==> src/sv/u8u16_pkg.sv <==
// Package: shared types and constants for the UTF-8 to UTF-16 decoder.
`timescale 1ns / 1ps
`default_nettype none
package u8u16_pkg;

  // Byte class masks and patterns
  localparam logic [7:0] ByteAsciiLimit = 8'h80;
  localparam logic [7:0] LeadTwoMask    = 8'hE0;
  localparam logic [7:0] LeadTwoPat     = 8'hC0;
  localparam logic [7:0] LeadThreeMask  = 8'hF0;
  localparam logic [7:0] LeadThreePat   = 8'hE0;
  localparam logic [7:0] LowFiveMask    = 8'h1F;
  localparam logic [7:0] LowSixMask     = 8'h3F;
  localparam logic [7:0] LowFourMask    = 8'h0F;

  // Output queue depth
  localparam int unsigned OutDepth = 4;

  typedef struct packed {
    logic [15:0] code_unit;
    logic        string_end;
    logic        run_last;
  } result_t;

endpackage
`default_nettype wire

==> src/sv/u8u16_in_if.sv <==
// Interface: byte input channel of the decoder.
`timescale 1ns / 1ps
`default_nettype none
interface u8u16_in_if;
  logic       valid;
  logic       ready;
  logic [7:0] in_byte;
  logic       final_byte;

  modport source (output valid, output in_byte, output final_byte, input ready);
  modport sink (input valid, input in_byte, input final_byte, output ready);
endinterface
`default_nettype wire

==> src/sv/u8u16_out_if.sv <==
// Interface: code unit output channel of the decoder.
`timescale 1ns / 1ps
`default_nettype none
interface u8u16_out_if;
  logic        valid;
  logic        ready;
  logic [15:0] code_unit;
  logic        string_end;
  logic        run_last;

  modport source (output valid, output code_unit, output string_end, output run_last,
                  input ready);
  modport sink (input valid, input code_unit, input string_end, input run_last,
                output ready);
endinterface
`default_nettype wire

==> src/sv/utf8_to_utf16_decoder_top.sv <==
// Top level: streaming modified UTF-8 to UTF-16 decoder with a small result queue.
`timescale 1ns / 1ps
`default_nettype none
// Takes one byte per cycle while its input is ready and emits 16-bit code units. Each
// byte is decoded in the cycle it is accepted, against the held lead and second byte,
// and its zero, one or two results are written into a four-entry result queue;
// results leave at one per cycle while the sink is ready, in the order queued. The
// input is ready while at most two queue entries are occupied, so a byte stream runs
// at one byte per cycle while the sink takes results; only a three-byte lead cut
// short by the end of the string yields two results from one byte. Bytes that follow
// a lead are not checked to be continuation bytes; stray bytes, 0xF0 and above, and
// leads at the end of a string come out as raw byte values.
module utf8_to_utf16_decoder_top #(
  parameter int unsigned Depth = u8u16_pkg::OutDepth
) (
  input  wire         clk_i,
  input  wire         rst_ni,
  u8u16_in_if.sink    in_i,
  u8u16_out_if.source out_o
);
  import u8u16_pkg::*;

  localparam int unsigned PtrW = (Depth > 1) ? $clog2(Depth) : 1;
  localparam int unsigned CntW = $clog2(Depth + 1);

  localparam logic [1:0] PhIdle     = 2'd0;
  localparam logic [1:0] PhTwo      = 2'd1;
  localparam logic [1:0] PhThree    = 2'd2;
  localparam logic [1:0] PhThreeSec = 2'd3;

  logic [1:0]    phase_q, phase_d;
  logic [7:0]    lead_q, lead_d;
  logic [7:0]    second_q, second_d;

  result_t       queue_q [Depth];
  logic [PtrW-1:0] wr_ptr_q, wr_ptr_d, rd_ptr_q, rd_ptr_d;
  logic [CntW-1:0] count_q, count_d;

  logic          in_acc, out_acc;
  logic [1:0]    n_push;
  result_t       res0, res1;
  logic [7:0]    b;
  logic          fin;

  assign b        = in_i.in_byte;
  assign fin      = in_i.final_byte;
  assign in_i.ready = (count_q <= CntW'(Depth - 2));
  assign in_acc   = in_i.valid && in_i.ready;
  assign out_acc  = out_o.valid && out_o.ready;

  // Decode the accepted byte against the held state
  always_comb begin
    phase_d  = phase_q;
    lead_d   = lead_q;
    second_d = second_q;
    n_push   = 2'd0;
    res0     = '{code_unit: {8'h00, b}, string_end: fin, run_last: 1'b1};
    res1     = '{code_unit: {8'h00, b}, string_end: fin, run_last: 1'b1};
    if (in_acc) begin
      case (phase_q)
        PhTwo: begin
          res0.code_unit = {5'd0, lead_q[4:0] & LowFiveMask[4:0], b[5:0] & LowSixMask[5:0]};
          n_push  = 2'd1;
          phase_d = PhIdle;
        end
        PhThree: begin
          if (fin) begin
            // lead cut short: emit lead raw, then this byte raw
            res0    = '{code_unit: {8'h00, lead_q}, string_end: 1'b0, run_last: 1'b0};
            n_push  = 2'd2;
            phase_d = PhIdle;
          end else begin
            second_d = b;
            phase_d  = PhThreeSec;
          end
        end
        PhThreeSec: begin
          res0.code_unit = {lead_q[3:0] & LowFourMask[3:0],
                            second_q[5:0] & LowSixMask[5:0],
                            b[5:0] & LowSixMask[5:0]};
          n_push  = 2'd1;
          phase_d = PhIdle;
        end
        default: begin
          if ((b >= ByteAsciiLimit) && !fin && ((b & LeadTwoMask) == LeadTwoPat)) begin
            lead_d  = b;
            phase_d = PhTwo;
          end else if ((b >= ByteAsciiLimit) && !fin &&
                       ((b & LeadThreeMask) == LeadThreePat)) begin
            lead_d  = b;
            phase_d = PhThree;
          end else begin
            n_push  = 2'd1;
            phase_d = PhIdle;
          end
        end
      endcase
    end
  end

  always_comb begin
    wr_ptr_d = wr_ptr_q + PtrW'(n_push);
    rd_ptr_d = rd_ptr_q + PtrW'(out_acc);
    count_d  = count_q + CntW'(n_push) - CntW'(out_acc);
  end

  always_ff @(posedge clk_i or negedge rst_ni) begin
    if (!rst_ni) begin
      phase_q  <= PhIdle;
      lead_q   <= 8'h00;
      second_q <= 8'h00;
      wr_ptr_q <= '0;
      rd_ptr_q <= '0;
      count_q  <= '0;
    end else begin
      phase_q  <= phase_d;
      lead_q   <= lead_d;
      second_q <= second_d;
      wr_ptr_q <= wr_ptr_d;
      rd_ptr_q <= rd_ptr_d;
      count_q  <= count_d;
    end
  end

  // Queue storage, no reset on payload
  always_ff @(posedge clk_i) begin
    if (n_push != 2'd0) begin
      queue_q[wr_ptr_q] <= res0;
    end
    if (n_push == 2'd2) begin
      queue_q[wr_ptr_q + PtrW'(1)] <= res1;
    end
  end

  assign out_o.valid      = (count_q != '0);
  assign out_o.code_unit  = queue_q[rd_ptr_q].code_unit;
  assign out_o.string_end = queue_q[rd_ptr_q].string_end;
  assign out_o.run_last   = queue_q[rd_ptr_q].run_last;

`ifndef SYNTHESIS
  a_count_bound: assert property (@(posedge clk_i) disable iff (!rst_ni)
    count_q <= CntW'(Depth))
    else $error("result queue overflow");

  a_ready_room: assert property (@(posedge clk_i) disable iff (!rst_ni)
    in_i.ready |-> (count_q + CntW'(2) <= CntW'(Depth)))
    else $error("input ready without room for two results");

  a_ascii_out: assert property (@(posedge clk_i) disable iff (!rst_ni)
    (in_acc && phase_q == PhIdle && !in_i.in_byte[7]) |=> out_o.valid)
    else $error("plain byte produced no result");

  a_two_done: assert property (@(posedge clk_i) disable iff (!rst_ni)
    (in_acc && (phase_q == PhTwo || phase_q == PhThreeSec)) |=> (phase_q == PhIdle))
    else $error("completed sequence left state pending");
`endif

endmodule
`default_nettype wire

==> src/flat_wrapper.sv <==
// flat-port wrapper written by rule: the top's interface ports become plain ports
module utf8_to_utf16_decoder_top_flat import u8u16_pkg::*;
#(
  parameter int unsigned Depth = u8u16_pkg::OutDepth
)
  (clk_i, rst_ni, in_i_valid, in_i_in_byte, in_i_final_byte, in_i_ready, out_o_valid, out_o_code_unit, out_o_string_end, out_o_run_last, out_o_ready);
  u8u16_in_if in_i_i ();
  u8u16_out_if out_o_i ();
  input  wire clk_i;
  input  wire rst_ni;
  input wire logic [$bits(in_i_i.valid)-1:0] in_i_valid;
  input wire logic [$bits(in_i_i.in_byte)-1:0] in_i_in_byte;
  input wire logic [$bits(in_i_i.final_byte)-1:0] in_i_final_byte;
  output wire logic [$bits(in_i_i.ready)-1:0] in_i_ready;
  output wire logic [$bits(out_o_i.valid)-1:0] out_o_valid;
  output wire logic [$bits(out_o_i.code_unit)-1:0] out_o_code_unit;
  output wire logic [$bits(out_o_i.string_end)-1:0] out_o_string_end;
  output wire logic [$bits(out_o_i.run_last)-1:0] out_o_run_last;
  input wire logic [$bits(out_o_i.ready)-1:0] out_o_ready;
  assign in_i_i.valid = in_i_valid;
  assign in_i_i.in_byte = in_i_in_byte;
  assign in_i_i.final_byte = in_i_final_byte;
  assign in_i_ready = in_i_i.ready;
  assign out_o_valid = out_o_i.valid;
  assign out_o_code_unit = out_o_i.code_unit;
  assign out_o_string_end = out_o_i.string_end;
  assign out_o_run_last = out_o_i.run_last;
  assign out_o_i.ready = out_o_ready;
  utf8_to_utf16_decoder_top #(.Depth(Depth)) u_core (.clk_i(clk_i), .rst_ni(rst_ni), .in_i(in_i_i), .out_o(out_o_i));
endmodule
==> config.mk <==
export PLATFORM = sky130hd
export DESIGN_NAME = utf8_to_utf16_decoder_top_flat
export DESIGN_NICKNAME = d
export VERILOG_FILES = /design/src/sv/u8u16_pkg.sv /design/src/sv/u8u16_in_if.sv /design/src/sv/u8u16_out_if.sv /design/src/sv/utf8_to_utf16_decoder_top.sv /design/src/flat_wrapper.sv
export SDC_FILE = /design/constraint.sdc
export NUM_CORES = 1
export LEC_CHECK = 0
export BUFFER_PORTS_ARGS = -buffer_cell sky130_fd_sc_hd__buf_4
export CAP_MARGIN = 15
export CORE_MARGIN = 2
export CORE_UTILIZATION = 45
export DETAILED_ROUTE_END_ITERATION = 8
export HOLD_SLACK_MARGIN = 0.02
export SYNTH_ARGS = -nofsm -noshare
export SYNTH_HDL_FRONTEND = slang
export SYNTH_SLANG_ARGS = --single-unit
==> constraint.sdc <==
create_clock -name clk_i -period 3 [get_ports clk_i]
set_clock_uncertainty 0.15 [all_clocks]
set_input_delay 0.6 -clock clk_i [delete_from_list [all_inputs] [get_ports clk_i]]
set_output_delay 0.6 -clock clk_i [all_outputs]
set_load 0.1 [all_outputs]
==> results of run 1 <==
-- sequential cells by signal, summed over array words and instances (netlist names) --
register and cells:
u_core.wr_ptr_q 2, u_core.phase_q 2, u_core.second_q 6, u_core.rd_ptr_q 2
u_core.lead_q 8, u_core.queue_q 72, u_core.count_q 3
-- critical path, cell delays in order (launching register included) --
cell and delay (ns):
dfrtp_1 0.35, buf_4 0.35, mux4_2 0.57, buf_4 0.25
-- routing by layer --
layer | track usage | up-vias
met5 | 0 | -
met4 | 0.114 | 0
met3 | 0.0284 | 27
met2 | 0.313 | 135
met1 | 0.304 | 1598
li1 | - | 1476
-- report_power, final --
group | total [mW] | internal (mW) | leakage [nW] | switching, mW
Clock | 0.921 | 0.464 | 0.109 | 0.457
Combinational | 2.19 | 0.715 | 1.14 | 1.48
Sequential | 1.82 | 1.59 | 0.921 | 0.232
Total | 4.93 | 2.77 | 2.17 | 2.16
-- per-stage QoR --
| step | worst slack (ns) | cells | power (mW) | utilization | area, um^2 |
|---|---|---|---|---|---|
| floorplan | 0.0767 | 370 | 3.56 | - | 4620 |
| global placement | 0.454 | 523 | 4.02 | 0.506 | 4990 |
| detailed placement | 0.392 | 523 | 4.04 | 0.506 | 4990 |
| CTS | 0.308 | 540 | 4.95 | 0.529 | 5220 |
| global route | 0.254 | 540 | 5.16 | 0.529 | 5220 |
| finish | 0.342 | 540 | 4.93 | 0.529 | 5220 |
-- cells by family after synthesis --
logic type                 synth area share
adders and majority gates            0.0179
DFF                                   0.514
AOI/OAI and AO/OA                     0.102
muxes                                 0.200
xor gates and xnor gates             0.0114
and+or+nand+nor                       0.108
buffers and inverters                0.0460
-- worst max-delay path by stage --
stage | from | endpoint | slack (ns) | depth (start not counted)
2_1_floorplan | u_core.count_q[2]$_DFF_PN0_ | u_core.count_q[2]$_DFF_PN0_ | 0.08 | 8
3_3_place_gp | in_i_valid | u_core.queue_q[2][6]$_DFFE_PP_ | 0.45 | 5
3_5_place_dp | in_i_final_byte | u_core.count_q[2]$_DFF_PN0_ | 0.39 | 9
4_1_cts | u_core.rd_ptr_q[0]$_DFF_PN0_ | out_o_code_unit[6] | 0.31 | 3
5_1_grt | u_core.rd_ptr_q[0]$_DFF_PN0_ | out_o_code_unit[4] | 0.25 | 3
6_report | u_core.rd_ptr_q[0]$_DFF_PN0_ | out_o_code_unit[6] | 0.34 | 3
-- cell usage after synthesis (all sizes together) (3+ instances only) --
cell type,count
dfxtp,36
inv,10
nand2,42
edfxtp,36
a32o,18
nor2,5
xnor2,5
mux2i,36
a211o,3
clkbuf,10
nand4,13
and2,3
a21oi,4
mux4,18
o22ai,10
o21ai,3
buf,19
nor2b,4
nand3,11
and3,4
ha,5
dfrtp,23
a22o,7
nor3,8
mux2,14
nand2b,5
-- area by class of cell --
| type | count | share of cell area |
|---|---|---|
| clock buffers | 9 | 0.0238 |
| clock inverters | 7 | 0.0168 |
| multi-input cells | 236 | 0.390 |
| flip-flops and latches | 95 | 0.456 |
| well taps | 133 | 0.0319 |
| inverters | 10 | 0.00720 |
| repair buffers | 50 | 0.0749 |
==> out/qor.csv, run 1 <==
stage,metric,value,unit
cts,cts-buffers-inserted,9,
cts,path_clk_slew,0.09,ns
layout,multi_input_area,0.00203,mm^2
logic_synthesis,synth.distinct_cells,45,
timing,rsz0062_at_grt,no,
drt,drc,0,
min_path,hold_start,u_core.queue_q[2][16]$_SDFFE_PP0P_,
logic_synthesis,synth_top_area_cell,edfxtp_1,
setup_path,cp.required,2.25,ns
drt,first_pass_iters,5,
floorplan,die-area,0.0111,mm^2
grt,track_usage,0.212,
logic_synthesis,yosys_most_used_dff,edfxtp_1,
drt,drt-total-wl,11200,um
floorplan,fp.coreArea,0.00986,mm^2
power,power_density,946,mW/mm^2
placed_design,hpwlAfterDp,7910,um
cts,cts_tree,built,
layout,final_cell_mix,"buf_4, nand2_1, mux2i_1, dfxtp_1, edfxtp_1",
layout,fill_cells,851,
layout,antenna_cells,0,
setup_path,r2r_slack,0.48,ns
setup_path,rr_worst_depth,3,
timing,finalMaxSlewViolations,0,
drt,top_layer_used,met4,
floorplan,io_pins,33,
cts,clk_path_buf_depth,2,
grt,grt_pass1_wl,17800,um
timing,finalCriticalPeriod,2.66,ns
setup_path,end_kind,output port,
timing,hold_ws,0.314,ns
logic_synthesis,synth_top_cell_area_share,0.234,
grt,grt_overflow_total,0,
placed_design,io_buffers,32,
drt,post_drt_wl_per_cell,20.8,um
logic_synthesis,yosysWarnings,0,
logic_synthesis,yosys_register_bits,95,
timing,slew-limit-headroom,0.395,
cts,cts.root.buffer_cell,clkbuf_8,
logic_synthesis,netlist_area,0.00462,mm^2
flow_run,max_cap_violations,0,
drt,ant_nets,0,
setup_path,critPathLaunchType,flop,
power,p_leak,2.17,nW
min_path,holdPathStages,2,
timing,setup_viol,0,
timing,tns,0,ns
placed_design,gp_congestion,0.905,
floorplan,rows,36,
timing,clock.fmax,0.376,GHz
cts,h-tree-depth,3,
timing,period_share,0.886,
logic_synthesis,async_reset_ff_frac,0.242,
logic_synthesis,avgSynthCellArea,12.5,um^2
grt,antenna_found_initial,0,
setup_path,arrival,1.91,ns
layout,final_common_cell,buf_4,
setup_path,path_class,flop to output port,
timing,hold_viol,0,
floorplan,die_x,105,um
drt,drtIter0Drc,329,
setup_path,rr_endpoint,u_core.queue_q[2][6]$_DFFE_PP_,
min_path,hold_class,flop to flop,
layout,regArea,0.00238,mm^2
drt,vias,3236,
setup_path,cp_max_fo,18,
grt,grt_pass1_vias,3187,
logic_synthesis,syn-instance-count,370,
logic_synthesis,synth-edff-count,36,
drt,m1WireLength,5110,um
grt,grt_max_degree,24,
floorplan,die_y,105,um
drt,dr_wl_met3,586,um
drt,routed-wl-met2,5110,um
status,status,finished clean,
power,vdd_drop_max,0.785,mV
logic_synthesis,ys_seq_area_frac,0.514,
floorplan,start_util,0.469,
logic_synthesis,synth_nets,389,
cts,insertion_delay,0.38,ns
cts,cts_hold_buf,1,
drt,viasPerCell,5.99,
cts,post_cts_resized,0,
min_path,min_to,u_core.queue_q[2][16]$_SDFFE_PP0P_,
setup_path,r2r-start,u_core.wr_ptr_q[0]$_DFF_PN0_,
cts,post_cts_buffers,0,
logic_synthesis,synth_area_leaders,"edfxtp_1, dfxtp_1, dfrtp_1",
cts,clkSinkCount,95,
layout,drive_gt1_frac,0.253,
layout,syn2layout_area_growth,12.8,%
layout,fin_nets,421,
timing,worst_slew_pin_slew,0.897,ns
Note: power is estimated with default switching activity, not from simulation.
==> run 2: changes to the inputs <==
--- a/config.mk
+++ b/config.mk
@@ -7,6 +7,7 @@
 export LEC_CHECK = 0
 export BUFFER_PORTS_ARGS = -buffer_cell sky130_fd_sc_hd__buf_4
 export CAP_MARGIN = 15
+export CORE_ASPECT_RATIO = 2
 export CORE_MARGIN = 2
 export CORE_UTILIZATION = 45
 export DETAILED_ROUTE_END_ITERATION = 8
==> out/qor.csv, run 2 (synthesized netlist as in run 1, its figures left out) <==
stage,metric,value,unit
floorplan,fp.coreArea,0.0101,mm^2
setup_path,arrival,1.87,ns
grt,grt_pass1_wl,18400,um
floorplan,start_util,0.458,
placed_design,io_buffers,32,
layout,fin_nets,426,
layout,syn2layout_area_growth,15.3,%
drt,drt-total-wl,11900,um
placed_design,gp_congestion,0.938,
min_path,hold_class,flop to flop,
cts,post_cts_buffers,0,
timing,tns,0,ns
layout,max_flop_register,u_core.queue_q,
cts,path_clk_slew,0.07,ns
layout,drive_gt1_frac,0.260,
cts,cts.root.buffer_cell,clkbuf_16,
layout,reg_top3,"u_core.queue_q (72), u_core.lead_q (8), u_core.second_q (6)",
cts,cts_tree,built,
drt,post_drt_wl_per_cell,21.7,um
layout,regArea,0.00238,mm^2
timing,finalMaxSlewViolations,0,
cts,clkSinkCount,95,
grt,track_usage,0.229,
setup_path,crit_top_cell,buf_4,
setup_path,slowest_delay,0.58,ns
layout,multi_input_area,0.00203,mm^2
layout,largest_reg_flops,72,
timing,slew-limit-headroom,0.455,
timing,period_share,0.872,
timing,worst_slew_pin_slew,0.808,ns
floorplan,io_pins,33,
drt,drc,0,
timing,hold_viol,0,
cts,insertion_delay,0.35,ns
power,p_leak,2.22,nW
power,power_density,973,mW/mm^2
drt,ant_nets,0,
grt,grt_pass1_vias,3326,
setup_path,cp.required,2.25,ns
power,vdd_drop_max,0.477,mV
layout,final_core_util,0.528,
timing,finalCriticalPeriod,2.62,ns
setup_path,path_cells,buf_4 -> mux4_2 -> buf_4,
timing,clock.fmax,0.382,GHz
floorplan,die_y,147,um
setup_path,path_class,flop to output port,
placed_design,hpwlAfterDp,8630,um
floorplan,rows,52,
layout,final_cell_mix,"buf_4, nand2_1, mux2i_1, dfxtp_1, edfxtp_1",
grt,antenna_found_initial,0,
setup_path,critPathLaunchType,flop,
grt,grt_overflow_total,0,
timing,setup_viol,0,
grt,grt_max_degree,24,
timing,hold_ws,0.310,ns
layout,final_common_cell,buf_4,
cts,clk_path_buf_depth,2,
layout,fill_cells,862,
cts,h-tree-depth,3,
setup_path,slowest_stage,mux4_2,
layout,antenna_cells,0,
flow_run,max_cap_violations,0,
drt,drtIter0Drc,244,
timing,rsz0062_at_grt,no,
status,status,finished clean,
floorplan,die_x,75.7,um
cts,cts-buffers-inserted,9,
setup_path,end_kind,output port,
drt,vias,3291,
floorplan,die-area,0.0111,mm^2
drt,first_pass_iters,5,
drt,viasPerCell,6.02,
setup_path,cp_max_fo,19,
run 2: changes by cell type in the layout (fill, tap and decap cells not counted), sizes merged:
cell and delta:
bufinv -1, clkinv -1, buf +5, inv +1, clkinvlp +1
run 2: area by class of cell:
type | instances | area share
inverters | 10 | 0.00705
clock inverters | 7 | 0.0134
flip-flops and latches | 95 | 0.446
repair buffers | 55 | 0.0780
clock buffers | 9 | 0.0423
well taps | 135 | 0.0317
multi-input cells | 236 | 0.381
run 2: worst paths after layout:
check,from,end,slack (ns),depth (start not counted)
max in group asynchronous,rst_ni,u_core.rd_ptr_q[1]$_DFF_PN0_,1.93,2
min in group asynchronous,rst_ni,u_core.lead_q[4]$_DFFE_PN0P_,0.53,2
max,u_core.rd_ptr_q[0]$_DFF_PN0_,out_o_code_unit[5],0.38,3
max reg2reg,u_core.count_q[2]$_DFF_PN0_,u_core.count_q[2]$_DFF_PN0_,0.51,8
min,u_core.queue_q[0][15]$_SDFFE_PP0N_,u_core.queue_q[0][15]$_SDFFE_PP0N_,0.31,2
min reg2reg,u_core.queue_q[0][15]$_SDFFE_PP0N_,u_core.queue_q[0][15]$_SDFFE_PP0N_,0.31,2
run 2: timing repair:
| action | CTS | global route |
|---|---|---|
| hold buffers | 1 | 0 |
| resized for setup | 0 | 0 |
| hold endpoints to repair | 23 | 0 |
run 2: critical path: cells and delay by family (launching register included):
family                 cells  cell delay [ns]
DFF                        1             0.32
muxes                      1             0.58
buffers and inverters      2             0.59
run 2: where the power goes:
group	switching [mW]	internal, mW	total [mW]
clock	0.507	0.646	1.15
combinational	1.51	0.707	2.22
sequential	0.223	1.59	1.81
total	2.24	2.94	5.18
run 2: metrics by stage:
step | worst slack, ns | cell area, um^2 | power, mW | instances
after floorplan | 0.0767 | 4620 | 3.56 | 370
after global placement | 0.431 | 5020 | 4.03 | 530
after detailed placement | 0.393 | 5020 | 4.06 | 530
after CTS | 0.343 | 5330 | 5.21 | 547
after global routing | 0.281 | 5330 | 5.41 | 547
final | 0.385 | 5330 | 5.18 | 547
run 2: per-layer routing:
metal / share of wire / track usage / vias to the layer above / routed length (um)
met5: 0 / 0 / - / 0
met4: 0.033 / 0.109 / 0 / 394
met3: 0.049 / 0.0453 / 29 / 576
met2: 0.55 / 0.384 / 135 / 6550
met1: 0.37 / 0.271 / 1638 / 4340
li1: - / - / 1489 / -
